File: config.mk
export PLATFORM = sky130hd
export DESIGN_NAME = vario_tone_controller_core
export DESIGN_NICKNAME = d
export VERILOG_FILES = /design/src/rtl/vtc_pkg.sv /design/src/rtl/vtc_div.sv /design/src/rtl/vario_tone_controller_core.sv
export SDC_FILE = /design/constraint.sdc
export NUM_CORES = 1
export LEC_CHECK = 0
export ABC_AREA = 1
export BUFFER_PORTS_ARGS = -buffer_cell sky130_fd_sc_hd__buf_2
export CORE_AREA = 2 2 266 268
export DETAILED_ROUTE_END_ITERATION = 8
export DIE_AREA = 0 0 268 270
export HOLD_SLACK_MARGIN = 0.02
export PLACE_DENSITY_LB_ADDON = 0.08
export RECOVER_POWER = 100
export SLEW_MARGIN = 10
export SYNTH_ARGS = -nofsm -noshare
export SYNTH_HDL_FRONTEND = slang
export SYNTH_SLANG_ARGS = --single-unit
File: constraint.sdc
create_clock -name clk_i -period 4.5 [get_ports clk_i]
set_input_delay 0.675 -clock clk_i [delete_from_list [all_inputs] [get_ports clk_i]]
set_output_delay 0.675 -clock clk_i [all_outputs]
set_load 0.01 [all_outputs]
File: src/rtl/vtc_pkg.sv
// ----------------------------------------------------------------------------
// vtc_pkg
// Shared types and constants of the vario tone controller.
// ----------------------------------------------------------------------------
package vtc_pkg;

  // Timer clock: bus clock, possibly doubled.
  localparam int unsigned BusClkW   = 28;
  localparam int unsigned ClkW      = BusClkW + 1;
  // Prescaled divisor (p+1)*freq fits in 16+12 bits.
  localparam int unsigned FreqW     = 12;
  localparam int unsigned DivisorW  = 28;
  localparam int unsigned DivCntW   = $clog2(ClkW + 1);
  localparam int unsigned CfgIdxW   = 4;
  localparam int unsigned TimW      = 16;

  localparam logic [CfgIdxW-1:0] CfgBusClock     = CfgIdxW'(0);
  localparam logic [CfgIdxW-1:0] CfgBusPrescaled = CfgIdxW'(1);

  localparam logic [BusClkW-1:0] BusClockReset = BusClkW'(72000000);

  localparam logic [TimW-1:0] PrescLast = 16'hFFFE;
  localparam logic [TimW-1:0] PrescCap  = 16'hFFFF;

  // Request from the sequencer to the divider.
  typedef struct packed {
    logic                start;
    logic [ClkW-1:0]     dividend;
    logic [DivisorW-1:0] divisor;
  } div_req_t;

  // Status back from the divider.
  typedef struct packed {
    logic            busy;
    logic            done;
    logic [ClkW-1:0] quotient;
  } div_rsp_t;

endpackage

File: src/rtl/vtc_div.sv
// ----------------------------------------------------------------------------
// vtc_div
// Restoring divider, one quotient bit per cycle.
// ----------------------------------------------------------------------------
module vtc_div (
  input  logic              clk_i,
  input  logic              rst_ni,
  input  vtc_pkg::div_req_t req_i,
  output vtc_pkg::div_rsp_t rsp_o
);

  logic [vtc_pkg::ClkW-1:0]     dvd_q, dvd_d;
  logic [vtc_pkg::DivisorW-1:0] rem_q, rem_d;
  logic [vtc_pkg::DivisorW-1:0] dsr_q, dsr_d;
  logic [vtc_pkg::DivCntW-1:0]  cnt_q, cnt_d;
  logic                         busy_q, busy_d;
  logic                         done_q, done_d;

  logic [vtc_pkg::DivisorW:0]   shifted;
  logic [vtc_pkg::DivisorW:0]   trial;
  logic                         qbit;

  always_comb begin
    shifted = {rem_q, dvd_q[vtc_pkg::ClkW-1]};
    trial   = shifted - {1'b0, dsr_q};
    qbit    = !trial[vtc_pkg::DivisorW];
  end

  always_comb begin
    dvd_d  = dvd_q;
    rem_d  = rem_q;
    dsr_d  = dsr_q;
    cnt_d  = cnt_q;
    busy_d = busy_q;
    done_d = 1'b0;
    if (req_i.start) begin
      dvd_d  = req_i.dividend;
      dsr_d  = req_i.divisor;
      rem_d  = '0;
      cnt_d  = vtc_pkg::DivCntW'(vtc_pkg::ClkW - 1);
      busy_d = 1'b1;
    end else if (busy_q) begin
      // shift in the next dividend bit, subtract when it fits
      rem_d = qbit ? trial[vtc_pkg::DivisorW-1:0] : shifted[vtc_pkg::DivisorW-1:0];
      dvd_d = {dvd_q[vtc_pkg::ClkW-2:0], qbit};
      if (cnt_q == '0) begin
        busy_d = 1'b0;
        done_d = 1'b1;
      end else begin
        cnt_d = cnt_q - 1'b1;
      end
    end
  end

  always_ff @(posedge clk_i or negedge rst_ni) begin
    if (!rst_ni) begin
      busy_q <= 1'b0;
      done_q <= 1'b0;
      cnt_q  <= '0;
    end else begin
      busy_q <= busy_d;
      done_q <= done_d;
      cnt_q  <= cnt_d;
    end
  end

  always_ff @(posedge clk_i) begin
    dvd_q <= dvd_d;
    rem_q <= rem_d;
    dsr_q <= dsr_d;
  end

  assign rsp_o.busy     = busy_q;
  assign rsp_o.done     = done_q;
  assign rsp_o.quotient = dvd_q;

`ifndef NO_ASSERTIONS
  a_done_ends_busy: assert property (@(posedge clk_i) disable iff (!rst_ni)
    done_q |-> !busy_q)
    else $error("divider done while still busy");
  a_busy_counts: assert property (@(posedge clk_i) disable iff (!rst_ni)
    busy_q && !req_i.start && cnt_q != '0 |=> busy_q && cnt_q == $past(cnt_q) - 1'b1)
    else $error("divider step count skipped");
  a_done_after_last: assert property (@(posedge clk_i) disable iff (!rst_ni)
    busy_q && !req_i.start && cnt_q == '0 |=> done_q)
    else $error("divider missed its done pulse");
`endif

endmodule

File: src/rtl/vario_tone_controller_core.sv
// ----------------------------------------------------------------------------
// vario_tone_controller_core
// Climb-rate to tone timer control with prescaler search and period divide.
// ----------------------------------------------------------------------------
// Steps: a word with no timer start goes from idle to the finish state and
// then into the output register; a start runs the prescaler search, then the
// divider, then the finish state, before it reaches the output register.
// Throughput: one word at a time; the next word is taken once the result is
// in the output register. Reset: tone off, last change time 0, 72 MHz bus.
// ----------------------------------------------------------------------------
module vario_tone_controller_core (
  input  logic                              clk_i,
  input  logic                              rst_ni,
  // configuration
  input  logic                              cfg_valid_i,
  output logic                              cfg_ready_o,
  input  logic [vtc_pkg::CfgIdxW-1:0]       cfg_index_i,
  input  logic [vtc_pkg::BusClkW-1:0]       cfg_data_i,
  // input words
  input  logic                              in_valid_i,
  output logic                              in_stall_o,
  input  logic signed [15:0]                climb_rate_i,
  input  logic [31:0]                       now_ms_i,
  // result words
  output logic                              out_valid_o,
  input  logic                              out_stall_i,
  output logic                              tone_on_o,
  output logic                              timer_write_o,
  output logic [vtc_pkg::TimW-1:0]          prescale_value_o,
  output logic [vtc_pkg::TimW-1:0]          reload_value_o,
  output logic [vtc_pkg::TimW-1:0]          compare_value_o
);

  typedef enum logic [1:0] {
    StIdle,
    StSearch,
    StDivide,
    StFinish
  } state_e;

  typedef enum logic [1:0] {
    ActNone,
    ActStart,
    ActStop
  } action_e;

  // configuration registers
  logic [vtc_pkg::BusClkW-1:0] bus_clock_q;
  logic                        bus_prescaled_q;
  logic [vtc_pkg::ClkW-1:0]    clk_eff;

  assign cfg_ready_o = 1'b1;

  always_ff @(posedge clk_i or negedge rst_ni) begin
    if (!rst_ni) begin
      bus_clock_q     <= vtc_pkg::BusClockReset;
      bus_prescaled_q <= 1'b0;
    end else if (cfg_valid_i && cfg_ready_o) begin
      unique case (cfg_index_i)
        vtc_pkg::CfgBusClock:     bus_clock_q     <= cfg_data_i;
        vtc_pkg::CfgBusPrescaled: bus_prescaled_q <= cfg_data_i[0];
        default: ;
      endcase
    end
  end

  assign clk_eff = bus_prescaled_q ? {bus_clock_q, 1'b0} : {1'b0, bus_clock_q};

  // ---------------------------------------------------------------- decode
  state_e                      state_q;
  logic                        beep_active_q;
  logic [31:0]                 last_change_q;

  logic                        is_dead, is_climb, is_sink;
  logic [5:0]                  climb_c;
  logic [16:0]                 sink_mag;
  logic [5:0]                  sink_c;
  logic [vtc_pkg::FreqW-1:0]   freq_climb, freq_sink, freq_sel;
  logic [7:0]                  beep_raw, beep_ms;
  logic [8:0]                  pause_raw, pause_ms;
  logic [31:0]                 elapsed;
  action_e                     action;

  always_comb begin
    is_dead  = (climb_rate_i >= -16'sd1) && (climb_rate_i <= 16'sd1);
    is_climb = climb_rate_i >= 16'sd2;
    is_sink  = climb_rate_i <= -16'sd10;

    // clamp climb to 50
    climb_c = (climb_rate_i > 16'sd50) ? 6'd50 : climb_rate_i[5:0];
    freq_climb = vtc_pkg::FreqW'(12'd1200 + 12'(climb_c) * 12'd40);
    if (freq_climb > 12'd3200) begin
      freq_climb = 12'd3200;
    end
    beep_raw  = 8'd140 - 8'(climb_c) * 8'd2;
    beep_ms   = (beep_raw < 8'd40) ? 8'd40 : beep_raw;
    pause_raw = 9'd300 - 9'(climb_c) * 9'd4;
    pause_ms  = (pause_raw < 9'd60) ? 9'd60 : pause_raw;

    // clamp sink magnitude to 50
    sink_mag  = 17'd0 - {climb_rate_i[15], climb_rate_i};
    sink_c    = (sink_mag > 17'd50) ? 6'd50 : sink_mag[5:0];
    freq_sink = vtc_pkg::FreqW'(12'd700 - 12'(sink_c) * 12'd4);
    if (freq_sink < 12'd300) begin
      freq_sink = 12'd300;
    end

    elapsed  = now_ms_i - last_change_q;
    freq_sel = is_sink ? freq_sink : freq_climb;

    priority if (is_dead) begin
      action = ActStop;
    end else if (is_climb && !beep_active_q && elapsed >= 32'(pause_ms)) begin
      action = ActStart;
    end else if (is_climb && beep_active_q && elapsed >= 32'(beep_ms)) begin
      action = ActStop;
    end else if (is_sink) begin
      action = ActStart;
    end else begin
      action = ActNone;
    end
  end

  // ------------------------------------------------------------- sequencer
  vtc_pkg::div_req_t              div_req_q;
  vtc_pkg::div_rsp_t              div_rsp;

  logic [vtc_pkg::FreqW-1:0]      freq_q;
  logic [vtc_pkg::DivisorW-1:0]   prod_q;
  logic [vtc_pkg::TimW-1:0]       presc_q;
  logic                           res_tone_q;
  logic                           res_write_q;
  logic [vtc_pkg::TimW-1:0]       res_presc_q;
  logic [vtc_pkg::TimW-1:0]       res_reload_q;
  logic [vtc_pkg::TimW-1:0]       res_compare_q;
  logic                           out_valid_q;
  logic [vtc_pkg::TimW-1:0]       out_presc_q;
  logic [vtc_pkg::TimW-1:0]       out_reload_q;
  logic [vtc_pkg::TimW-1:0]       out_compare_q;
  logic                           out_tone_q;
  logic                           out_write_q;

  logic                           in_take;
  logic                           fits;
  logic [vtc_pkg::ClkW-1:0]       period_m1;

  assign in_stall_o = (state_q != StIdle);
  assign in_take    = in_valid_i && !in_stall_o;
  // clk / prod <= 0xFFFF exactly when clk >> 16 < prod
  assign fits       = vtc_pkg::DivisorW'(clk_eff[vtc_pkg::ClkW-1:16]) < prod_q;
  assign period_m1  = div_rsp.quotient - 1'b1;

  always_ff @(posedge clk_i or negedge rst_ni) begin
    if (!rst_ni) begin
      state_q        <= StIdle;
      beep_active_q  <= 1'b0;
      last_change_q  <= '0;
      div_req_q      <= '0;
      out_valid_q    <= 1'b0;
      freq_q         <= '0;
      prod_q         <= '0;
      presc_q        <= '0;
      res_tone_q     <= 1'b0;
      res_write_q    <= 1'b0;
      res_presc_q    <= '0;
      res_reload_q   <= '0;
      res_compare_q  <= '0;
      out_tone_q     <= 1'b0;
      out_write_q    <= 1'b0;
      out_presc_q    <= '0;
      out_reload_q   <= '0;
      out_compare_q  <= '0;
    end else begin
      div_req_q.start <= (state_q == StSearch) && (fits || presc_q == vtc_pkg::PrescLast);
      if (out_valid_q && !out_stall_i && state_q != StFinish) begin
        out_valid_q <= 1'b0;
      end

      unique case (state_q)
        StIdle: begin
          if (in_take) begin
            res_presc_q   <= '0;
            res_reload_q  <= '0;
            res_compare_q <= '0;
            freq_q        <= freq_sel;
            prod_q        <= vtc_pkg::DivisorW'(freq_sel);
            presc_q       <= '0;
            unique case (action)
              ActStart: begin
                res_tone_q    <= 1'b1;
                res_write_q   <= 1'b1;
                beep_active_q <= 1'b1;
                if (is_climb) begin
                  last_change_q <= now_ms_i;
                end
                state_q <= StSearch;
              end
              ActStop: begin
                res_tone_q    <= 1'b0;
                res_write_q   <= 1'b1;
                beep_active_q <= 1'b0;
                if (is_climb) begin
                  last_change_q <= now_ms_i;
                end
                state_q <= StFinish;
              end
              default: begin
                res_tone_q  <= beep_active_q;
                res_write_q <= 1'b0;
                state_q     <= StFinish;
              end
            endcase
          end
        end
        StSearch: begin
          // advance the prescaler until the period fits in 16 bits or the prescaler reaches its last value
          if (fits || presc_q == vtc_pkg::PrescLast) begin
            div_req_q.dividend <= clk_eff;
            div_req_q.divisor  <= prod_q;
            res_presc_q        <= fits ? presc_q : vtc_pkg::PrescCap;
            state_q            <= StDivide;
          end else begin
            presc_q <= presc_q + 1'b1;
            prod_q  <= prod_q + vtc_pkg::DivisorW'(freq_q);
          end
        end
        StDivide: begin
          if (div_rsp.done) begin
            res_reload_q  <= period_m1[vtc_pkg::TimW-1:0];
            res_compare_q <= period_m1[vtc_pkg::TimW:1];
            state_q       <= StFinish;
          end
        end
        StFinish: begin
          // hold until the output register is free
          if (!out_valid_q || !out_stall_i) begin
            out_valid_q   <= 1'b1;
            out_tone_q    <= res_tone_q;
            out_write_q   <= res_write_q;
            out_presc_q   <= res_presc_q;
            out_reload_q  <= res_reload_q;
            out_compare_q <= res_compare_q;
            state_q       <= StIdle;
          end
        end
        default: state_q <= StIdle;
      endcase
    end
  end

  vtc_div u_div (
    .clk_i  (clk_i),
    .rst_ni (rst_ni),
    .req_i  (div_req_q),
    .rsp_o  (div_rsp)
  );

  assign out_valid_o      = out_valid_q;
  assign tone_on_o        = out_tone_q;
  assign timer_write_o    = out_write_q;
  assign prescale_value_o = out_presc_q;
  assign reload_value_o   = out_reload_q;
  assign compare_value_o  = out_compare_q;

`ifndef NO_ASSERTIONS
  a_quiet_fields: assert property (@(posedge clk_i) disable iff (!rst_ni)
    out_valid_o && !(timer_write_o && tone_on_o) |->
      prescale_value_o == '0 && reload_value_o == '0 && compare_value_o == '0)
    else $error("timer fields set without a timer start");
  a_half_duty: assert property (@(posedge clk_i) disable iff (!rst_ni)
    out_valid_o && timer_write_o && tone_on_o |->
      compare_value_o == (reload_value_o >> 1) || compare_value_o == 16'hFFFF)
    else $error("compare value is not half of reload");
  a_busy_means_running: assert property (@(posedge clk_i) disable iff (!rst_ni)
    state_q == StSearch || state_q == StDivide |-> beep_active_q)
    else $error("timer search without a start");
  a_div_only_in_divide: assert property (@(posedge clk_i) disable iff (!rst_ni)
    div_rsp.done |-> state_q == StDivide)
    else $error("divider result outside the divide step");
  a_result_loaded: assert property (@(posedge clk_i) disable iff (!rst_ni)
    state_q == StFinish && (!out_valid_q || !out_stall_i) |=> out_valid_o)
    else $error("finished word not loaded into output");
`endif

endmodule
=== After elaboration in Yosys (flattened, before gate mapping) ===
Cells that the tools add are included.
Widths: inputs -> output; s select.

* Bits of input ports: 85
* Flip-flop bits (word level): 370
* Output and inout port bits: 53

* Equality and inequality tests: 14
* Muxes and demuxes: 48
* Magnitude comparators: 13
* Reductions and logical operators: 37
* Multiply operators: 1
* Add/sub/neg operators: 11

{| class="wikitable"
|+ Operators with widths
! cell !! count
|-
| $pmux 16 s2 || 4
|-
| $mux 16 || 6
|-
| $mux 29 || 3
|-
| $mux 28 || 3
|-
| $pmux 28 s2 || 1
|-
| $mux 12 || 3
|-
| $ge 32x8->1 || 1
|-
| $ge 32x9->1 || 1
|-
| $sub 32x32->32 || 1
|-
| $sub 29x28->29 || 1
|-
| $add 28x12->28 || 1
|-
| $lt 13x28->1 || 1
|-
| $gt 17x6->1 const B || 1
|-
| $sub 1x16->17 const A || 1
|-
| $sub 17x1->17 const B || 1
|-
| $add 16x1->16 const B || 1
|-
| $eq 16x16->1 const B || 1
|-
| $ge 16x1->1 const B || 1
|-
| $ge 16x3->1 const B || 1
|-
| $gt 16x7->1 const B || 1
|-
| $le 16x2->1 const B || 1
|-
| $le 16x5->1 const B || 1
|-
| $mux 2 || 8
|-
| $mux 5 || 3
|-
| 32 further kinds || 77
|}

=== Depth between registers and ports, before layout ===
Gate-level depths: netlist (run 1).

* Word-level depth: 14
* Gate-level depth with buffers: 34
* Mapped depth without buffers: 32

=== Cells and area by module ===
From an unflattened synthesis (run 1), not the netlist that was laid out.

* Cell total of the unflattened synthesis: 2953
* Area, all modules: 21448.1 um^2

{| class="wikitable"
|+ By module, submodules not included
! module !! cells each !! area an instance (um^2) !! seq. area each (um^2) !! times used
|-
| vario_tone_controller_core || 2073 || 15437.3 || 6064.6 || 1
|-
| vtc_div || 880 || 6010.8 || 2447.3 || 1
|}

=== Least setup slack after synthesis (run 1) ===
Ideal clock, no wire load.

* Path type: input to register
* Start point: input climb_rate_i[13]
* End point: register last_change_q[10]
* Data required time: 4.376 ns
* Data arrival time: 4.618 ns
* Stages: 34
* Buffers on the path: 2
* Slack: -0.242 ns
* Setup time: 0.124 ns
* Cells stage by stage: buf_4 inv_2 nand2_1 nor2_1 nand3_2 nand2_4 inv_2 nor2_1 inv_1 ha_1 o21bai_1 xor2_1 nor2_1 nor2_1 nor3_1 ha_1 a21oi_1 o21ai_0 a21oi_1 nor2_1 o21ai_0 nand2_1 a21oi_1 nand3_1 nor2_1 nand2_1 nand2_1 nand2_1 ha_1 nor2_1 nand2_1 buf_4 nor2_1 a21oi_1

* Cells in the longest elaborated chain, start to end: 13

{| class="wikitable"
|+ Ends and longest elaborated chain
! item !! line !! source
|-
| start, declared || vario_tone_controller_core.sv:22 || <nowiki>input logic signed [15:0] climb_rate_i,</nowiki>
|-
| $gt 16x7->1 || vario_tone_controller_core.sv:90 || <nowiki>climb_c = (climb_rate_i > 16'sd50) ? 6'd50 : climb_rate_i[5:0];</nowiki>
|-
| $mux 6 || vario_tone_controller_core.sv:90 ||
|-
| $sub 8x7->8 || vario_tone_controller_core.sv:95 || <nowiki>beep_raw = 8'd140 - 8'(climb_c) * 8'd2;</nowiki>
|-
| $lt 8x6->1 || vario_tone_controller_core.sv:96 || <nowiki>beep_ms = (beep_raw < 8'd40) ? 8'd40 : beep_raw;</nowiki>
|-
| $mux 8 || vario_tone_controller_core.sv:96 ||
|-
| $ge 32x8->1 || vario_tone_controller_core.sv:115 || <nowiki>end else if (is_climb && beep_active_q && elapsed >= 32'(beep_ms)) begin</nowiki>
|-
| $logic_and 1x1->1 || vario_tone_controller_core.sv:115 ||
|-
| $mux 2 || vario_tone_controller_core.sv:115 ||
|-
| $mux 2 || vario_tone_controller_core.sv:113 || <nowiki>end else if (is_climb && !beep_active_q && elapsed >= 32'(pause_ms)) begin</nowiki>
|-
| $mux 2 || vario_tone_controller_core.sv:111 || <nowiki>priority if (is_dead) begin</nowiki>
|-
| $eq 2x2->1 or $eq 2x1->1 (tied branches) || vario_tone_controller_core.sv:188 || <nowiki>unique case (action)</nowiki>
|-
| $reduce_or 2->1 (no source line) || - ||
|-
| $reduce_and 4->1 (no source line) (*) || - ||
|-
| end signal, assigned || vario_tone_controller_core.sv:194 || <nowiki>last_change_q <= now_ms_i;</nowiki>
|-
| end signal, assigned || vario_tone_controller_core.sv:203 || <nowiki>last_change_q <= now_ms_i;</nowiki>
|-
| end, declared || vario_tone_controller_core.sv:72 || <nowiki>logic [31:0] last_change_q;</nowiki>
|}

Every way passes the cells marked *; elsewhere a longest branch is shown, timed or not.
A chain may end at the register's enable or synchronous reset.

=== Worst setup path after layout (run 1) ===
* Start point: input climb_rate_i[14]
* End point: register last_change_q[1]

The elaborated chain is that of the path after synthesis.

==> results.json, run 1 <==
{
  "synth_async_sr_flop_share_pct": 75.0,
  "cts_max_level": 2,
  "core-area_um2": 69500,
  "critical_path.top_delay_family": "simple AND/OR/NAND/NOR gates",
  "fillers": 7515,
  "slowest_stage": "ha_1",
  "drive_gt1_share_pct": 11.5,
  "dp_hpwl_mm": 44.7,
  "end_kind": "flop",
  "via_per_inst": 4.57,
  "setup_viol": 0,
  "wirelength_mm": 59.2,
  "vias": 17851,
  "layout.nets": 3142,
  "synthesis.instances": 2738,
  "route.detailed.drc": 0,
  "overflow": 0,
  "dominantRegCellSynth": "dfrtp_1",
  "yosysSeqAreaShare_pct": 40.9,
  "synth_area_leader_cell": "dfrtp_1",
  "p_leak_nw": 12.1,
  "rows": 97,
  "synth_commonest_cells": "nand2_1 (725), inv_1 (418), nor2_1 (246)",
  "fmax_mhz": 235,
  "path_clk_slew_ns": 0.06,
  "clock_path_buffers": 3,
  "antennaDiodeCount": 0,
  "syn2layout_area_growth_pct": 18.5,
  "crit_buf_inv": 5,
  "power_mw": 17.2,
  "grt_start_max_net_pins": 85,
  "ir_worst_vdd_mv": 0.351,
  "insertion_delay_ns": 0.58,
  "cp-start-kind": "input pin",
  "hold_slack_ns": 0.326,
  "rsz0062_at_grt": "true",
  "hold_viol": 0,
  "multiInputGateArea_um2": 10300,
  "postRouteAntennaNets": 0,
  "syn-mean-instance-area_um2": 7.55,
  "cts_root_buffer": "clkbuf_16",
  "slew_viol_final": 326,
  "portBuffers": 136,
  "required_ns": 4.96,
  "slowest_delay_ns": 0.32,
  "finalCritPeriodShare_pct": 94.5,
  "start_util_pct": 29.7,
  "cts_buffers": 43,
  "synthDistinctLibCells": 55,
  "synth-seq-cells": 332,
  "drtIter0Drc": 987,
  "synth_most_common_cell": "nand2_1",
  "grt_pass1_vias": 17922,
  "die_w_um": 268,
  "netlist_area_um2": 20700,
  "period_needed_ns": 4.25,
  "fin_tns_setup_ns": 0,
  "grt_pass1_wl_mm": 96.6,
  "grt.total_usage_pct": 16.4,
  "violations": "capacitance limit, slew limit",
  "io_pins": 138,
  "power_density_nw_per_um2": 705,
  "wl_per_cell_um": 15.2,
  "slew-limit-headroom_pct": -50.0,
  "die_area_um2": 72400,
  "worst_ep_arrival_time_ns": 4.71,
  "path_class": "input pin to flop",
  "finalWeightedCongestion": 0.849,
  "synth_area_leaders": "dfrtp_1 (29%), nand2_1 (13%), edfxtp_1 (8.0%)",
  "die_h_um": 270,
  "synth_top_cell_area_share_pct": 29.3,
  "regArea_um2": 8450,
  "cts_sinks": 332,
  "skew_ns": 0.0196,
  "firstDrtPassIters": 7,
  "cts_tree": "done",
  "status": "complete, but fails checks",
  "maxCapViolCount": 6,
  "worstMarginPinSlew_ns": 2.25,
  "holdBufCountCts": 0,
  "yosysWarnings": 0,
  "antenna_found_initial": 0,
  "cp_max_fo": 7,
  "synth-edff-count": 55,
  "hp-class": "input pin to flop"
}
-- per-stage QoR --
stage                     setup slack (ns)  instances  area (um^2)  util, %
final                                0.249       3905        24500     35.2
after global routing               -0.0596       3905        24500     35.2
after CTS                            0.291       3894        24400     35.0
after detailed placement            -0.327       3815        22800     32.8
after global placement              -0.313       3815        22800     32.8
after floorplan                    0.00301       2739        20700        -
-- final cells by class --
type                            instances  area share (%)
Multi-Input combinational cell       1900            42.1
Sequential cell                       332            34.5
Inverter                              427            6.57
Timing Repair Buffer                  227            5.57
Clock buffer                           54            4.85
Tap cell                              940            4.81
Clock inverter                         25            1.57
-- layout by cell type, fill, tap and decap left out, drive strengths merged, types with 3 or more instances in the layout --
| cell type | n |
|---|---|
| nor3 | 32 |
| clkinv | 17 |
| a21boi | 3 |
| xnor2 | 27 |
| xor2 | 39 |
| ha | 123 |
| buf | 160 |
| fa | 3 |
| nand3 | 136 |
| and3 | 4 |
| o21ai | 205 |
| dfxtp | 28 |
| edfxtp | 55 |
| conb | 3 |
| nor2 | 254 |
| nand3b | 12 |
| clkbuf | 121 |
| a21oi | 123 |
| or2 | 8 |
| bufinv | 8 |
| nand4 | 33 |
| nand2 | 734 |
| o22ai | 11 |
| nor4 | 7 |
| o2111ai | 4 |
| o211ai | 28 |
| mux2 | 40 |
| o31ai | 8 |
| dfrtp | 242 |
| and2 | 7 |
| inv | 425 |
| a31oi | 23 |
| dfstp | 7 |
| o21bai | 9 |
| a21o | 10 |
-- where the power goes --
group / total (mW) / switching, mW / internal (mW)
clock: 3.77 / 1.43 / 2.35
sequential: 4.86 / 0.634 / 4.23
combinational: 8.62 / 5.61 / 3.01
-- worst paths after layout --
kind,startpoint,endpoint,slack (ns),cells after the start
worst max-delay path,climb_rate_i[14],last_change_q[1]$_DFFE_PN0P_,0.25,34
worst min-delay path,cfg_data_i[14],bus_clock_q[14]$_DFFE_PN0P_,0.33,2
worst max register to register,last_change_q[2]$_DFFE_PN0P_,last_change_q[1]$_DFFE_PN0P_,0.39,27
worst min register to register,div_req_q[6]$_DFFE_PN0P_,u_div.dsr_q[6]$_DFFE_PP_,0.44,0
max in group asynchronous,rst_ni,res_reload_q[1]$_DFFE_PN0P_,0.92,2
min in group asynchronous,rst_ni,last_change_q[20]$_DFFE_PN0P_,0.74,1
-- worst register-to-register path: stages, from the launching register on --
cell and delay (ns):
dfrtp_1 0.32, inv_1 0.05, ha_1 0.37, nand2_1 0.08, nand2_1 0.07, inv_1 0.04, nand2_1 0.08, buf_4 0.14
nand2_1 0.05, nand2_1 0.14, xor2_1 0.24, buf_4 0.16, ha_1 0.25, a21oi_1 0.15, o221ai_1 0.13, o21ai_0 0.17
nand2_1 0.08, nor2_1 0.10, nand3_1 0.09, nand3_1 0.09, nand2_1 0.07, inv_1 0.11, ha_4 0.21, nor2_4 0.24
nand2_4 0.16, clkbuf_16 0.28, nor2_1 0.08, a21oi_1 0.04
-- routing by layer --
| layer | track usage, % | vias to the layer above | wire (um) |
|---|---|---|---|
| li1 | - | 9208 | - |
| met1 | 23.3 | 8317 | 29000 |
| met2 | 26.0 | 249 | 26800 |
| met3 | 2.25 | 77 | 1970 |
| met4 | 4.29 | 0 | 1400 |
| met5 | 0 | - | 0 |
-- logic make-up after synthesis --
logic type / after synthesis / synth area share [%]
and+or+nand+nor: 1228 / 24.8
buffers and inverters: 508 / 9.75
AOI/OAI and AO/OA: 436 / 11.8
DFF: 332 / 40.9
adders and majority gates: 126 / 7.74
xor gates and xnor gates: 66 / 2.87
muxes: 40 / 2.18
other: 2 / 0.0364
-- repair_timing --
action / CTS / global route
endpoints found under the setup margin: 0 / 41
buffers inserted: 0 / 4
gates resized for setup: 0 / 26
-- state kept, by name, summed over array words and instances (netlist names), 2 cells and up --
name	count
div_req_q	56
last_change_q	32
u_div.dvd_q	29
bus_clock_q	28
u_div.rem_q	28
prod_q	26
u_div.dsr_q	26
presc_q	16
prescale_value_o	16
res_presc_q	16
reload_value_o	15
res_reload_q	15
freq_q	10
u_div.cnt_q	5
compare_value_o	2
res_compare_q	2
state_q	2
Note: power is estimated with default switching activity, not from simulation.
==> inputs of run 2 (changes only) <==
--- a/config.mk
+++ b/config.mk
@@ -7,7 +7,11 @@
 export LEC_CHECK = 0
 export ABC_AREA = 1
 export BUFFER_PORTS_ARGS = -buffer_cell sky130_fd_sc_hd__buf_2
+export CAP_MARGIN = 20
+export CELL_PAD_IN_SITES_DETAIL_PLACEMENT = 0
+export CELL_PAD_IN_SITES_GLOBAL_PLACEMENT = 1
 export CORE_AREA = 2 2 266 268
+export CTS_CLUSTER_DIAMETER = 60
 export DETAILED_ROUTE_END_ITERATION = 8
 export DIE_AREA = 0 0 268 270
 export HOLD_SLACK_MARGIN = 0.02
==> run 2 against run 1 <==
Compared with the run above: the run still ends with capacitance limit, slew limit left; maximum frequency is 2.6% lower; combinational power increased by 2%; first-iteration DRC count shrank 15%; clock power grew 5%; count of clock-buffer cells in the layout up 2; critical path type unchanged.
==> results.json, run 2 (same netlist as run 1, synthesis figures left out) <==
{
  "route.detailed.drc": 0,
  "power_mw": 17.6,
  "path_class": "input pin to flop",
  "slowest_stage": "ha_1",
  "ir_worst_vdd_mv": 0.332,
  "holdBufCountCts": 0,
  "cts_root_buffer": "clkbuf_16",
  "dp_hpwl_mm": 45.0,
  "start_util_pct": 29.7,
  "utilization_pct": 36.0,
  "crit_buf_inv": 5,
  "largest_reg_flops": 56,
  "drtIter0Drc": 839,
  "cts_tree": "done",
  "final_common_cell": "nand2_1",
  "final_cell_mix": "nand2_1 (721), inv_1 (415), dfrtp_1 (242)",
  "design_area_um2": 25000,
  "pwr-share-comb_pct": 50.0,
  "die_h_um": 270,
  "required_ns": 4.96,
  "worstMarginPinSlew_ns": 2.54,
  "slowest_delay_ns": 0.28,
  "cts_sinks": 332,
  "dpl-instance-area_um2": 22800,
  "end_kind": "flop",
  "rows": 97,
  "top_regs": "div_req_q x56, last_change_q x32, u_div.dvd_q x29",
  "maxCapViolCount": 6,
  "swShare_pct": 44.6,
  "vias": 17846,
  "cp_max_fo": 8,
  "grt_start_max_net_pins": 94,
  "grt_pass1_vias": 18056,
  "slew-limit-headroom_pct": -69.5,
  "firstDrtPassIters": 7,
  "violations": "capacitance limit, slew limit",
  "power_density_nw_per_um2": 703,
  "cp-start-kind": "input pin",
  "path_clk_slew_ns": 0.06,
  "core-area_um2": 69500,
  "via_per_inst": 4.55,
  "die_w_um": 268,
  "antenna_found_initial": 4,
  "period_needed_ns": 4.36,
  "setup_viol": 0,
  "path_common_cell": "nor2_4",
  "regArea_um2": 8450,
  "postRouteAntennaNets": 0,
  "io_pins": 138,
  "cts_max_level": 2,
  "cts_buffers": 47,
  "rsz0062_at_grt": "true",
  "clock_path_buffers": 3,
  "multiInputGateArea_um2": 10600,
  "status": "complete, but fails checks",
  "clkPwrFrac_pct": 22.5,
  "portBuffers": 136,
  "fillers": 7462,
  "finalWeightedCongestion": 0.819,
  "grt.total_usage_pct": 16.6,
  "wl_per_cell_um": 15.4,
  "wirelength_mm": 60.3,
  "syn2layout_area_growth_pct": 21.2,
  "drive_gt1_share_pct": 13.8,
  "regMostFlops": "div_req_q",
  "hold_viol": 0,
  "switching_power_mw": 7.86,
  "p_int_mw": 9.75,
  "p_leak_nw": 12.2,
  "die_area_um2": 72400,
  "critical_path.top_delay_family": "simple AND/OR/NAND/NOR gates",
  "fmax_mhz": 229,
  "insertion_delay_ns": 0.61,
  "layout.nets": 3155,
  "skew_ns": 0.0292,
  "finalCritPeriodShare_pct": 97.0,
  "overflow": 0,
  "hp-class": "input pin to flop",
  "grt_pass1_wl_mm": 96.9,
  "worst_ep_arrival_time_ns": 4.83,
  "slew_viol_final": 276,
  "power_frac_seq_pct": 27.4
}
## run 2: routing by layer
metal	routed length, um	track usage (%)
met1	28700	22.6
met2	28300	27.5
met3	2020	2.44
met4	1320	4.22
met5	8	0
## run 2: area by class of cell
class	count	share of cell area (%)
clock inverter	32	1.75
tap	940	4.70
timing repair buffer	237	6.06
sequential	332	33.7
antenna	1	0.00999
inverter	427	6.42
clock buffer	56	5.07
multi-input combinational	1899	42.2
## run 2: path summary, 6_finish.rpt
check	from	endpoint	slack [ns]	cells after the start
max reg2reg	last_change_q[2]$_DFFE_PN0P_	last_change_q[7]$_DFFE_PN0P_	0.40	27
min in group asynchronous	rst_ni	last_change_q[28]$_DFFE_PN0P_	0.82	1
min reg2reg	div_req_q[19]$_DFFE_PN0P_	u_div.dsr_q[19]$_DFFE_PP_	0.44	0
max in group asynchronous	rst_ni	res_reload_q[4]$_DFFE_PN0P_	1.10	2
min	cfg_data_i[14]	bus_clock_q[14]$_DFFE_PN0P_	0.29	2
max	climb_rate_i[9]	last_change_q[7]$_DFFE_PN0P_	0.14	35
## run 2: worst reg2reg max path: stages (launching register included)
cell and delay (ns):
dfrtp_1 0.32, inv_1 0.05, ha_1 0.35, nand2_1 0.07, nand2_1 0.09, inv_1 0.05, nand2_1 0.09, buf_4 0.14
nand2_1 0.05, nand2_1 0.09, xor2_1 0.32, ha_1 0.33, a21oi_1 0.20, o221ai_1 0.14, o21ai_0 0.18, nand2_1 0.07
nor2_1 0.10, nand3_1 0.08, nand3_1 0.07, nand2_1 0.07, inv_1 0.10, ha_4 0.21, nor2_4 0.14, nand2_4 0.12
buf_12 0.24, buf_12 0.16, nor2_2 0.10, a21oi_2 0.05
## run 2: repair_timing
action	CTS	global route
buffers inserted	0	7
gates resized for setup	0	121
setup endpoints to repair	0	58
## run 2: power by group through the flow
stage               Combinational (mW)  Clock [mW]  Sequential [mW]
floorplan                         6.34           0             4.70
global placement                  8.72           0             4.87
detailed placement                8.76           0             4.88
CTS                               8.81        4.12             4.83
global route                      10.2        4.26             4.97
finish                            8.81        3.97             4.83
## run 2: stage by stage
| step | setup WS [ns] | setup TNS [ns] | hold slack (ns) | cells |
|---|---|---|---|---|
| after CTS | 0.0549 | 0 | 0.101 | 3911 |
| final | 0.135 | 0 | 0.293 | 3924 |
| after global placement | -0.577 | -18.24 | 0.433 | 3823 |
| after detailed placement | -0.561 | -17.19 | 0.430 | 3823 |
| after floorplan | 0.00301 | 0 | 0.379 | 2739 |
| after global routing | -0.155 | -3.81 | 0.262 | 3923 |
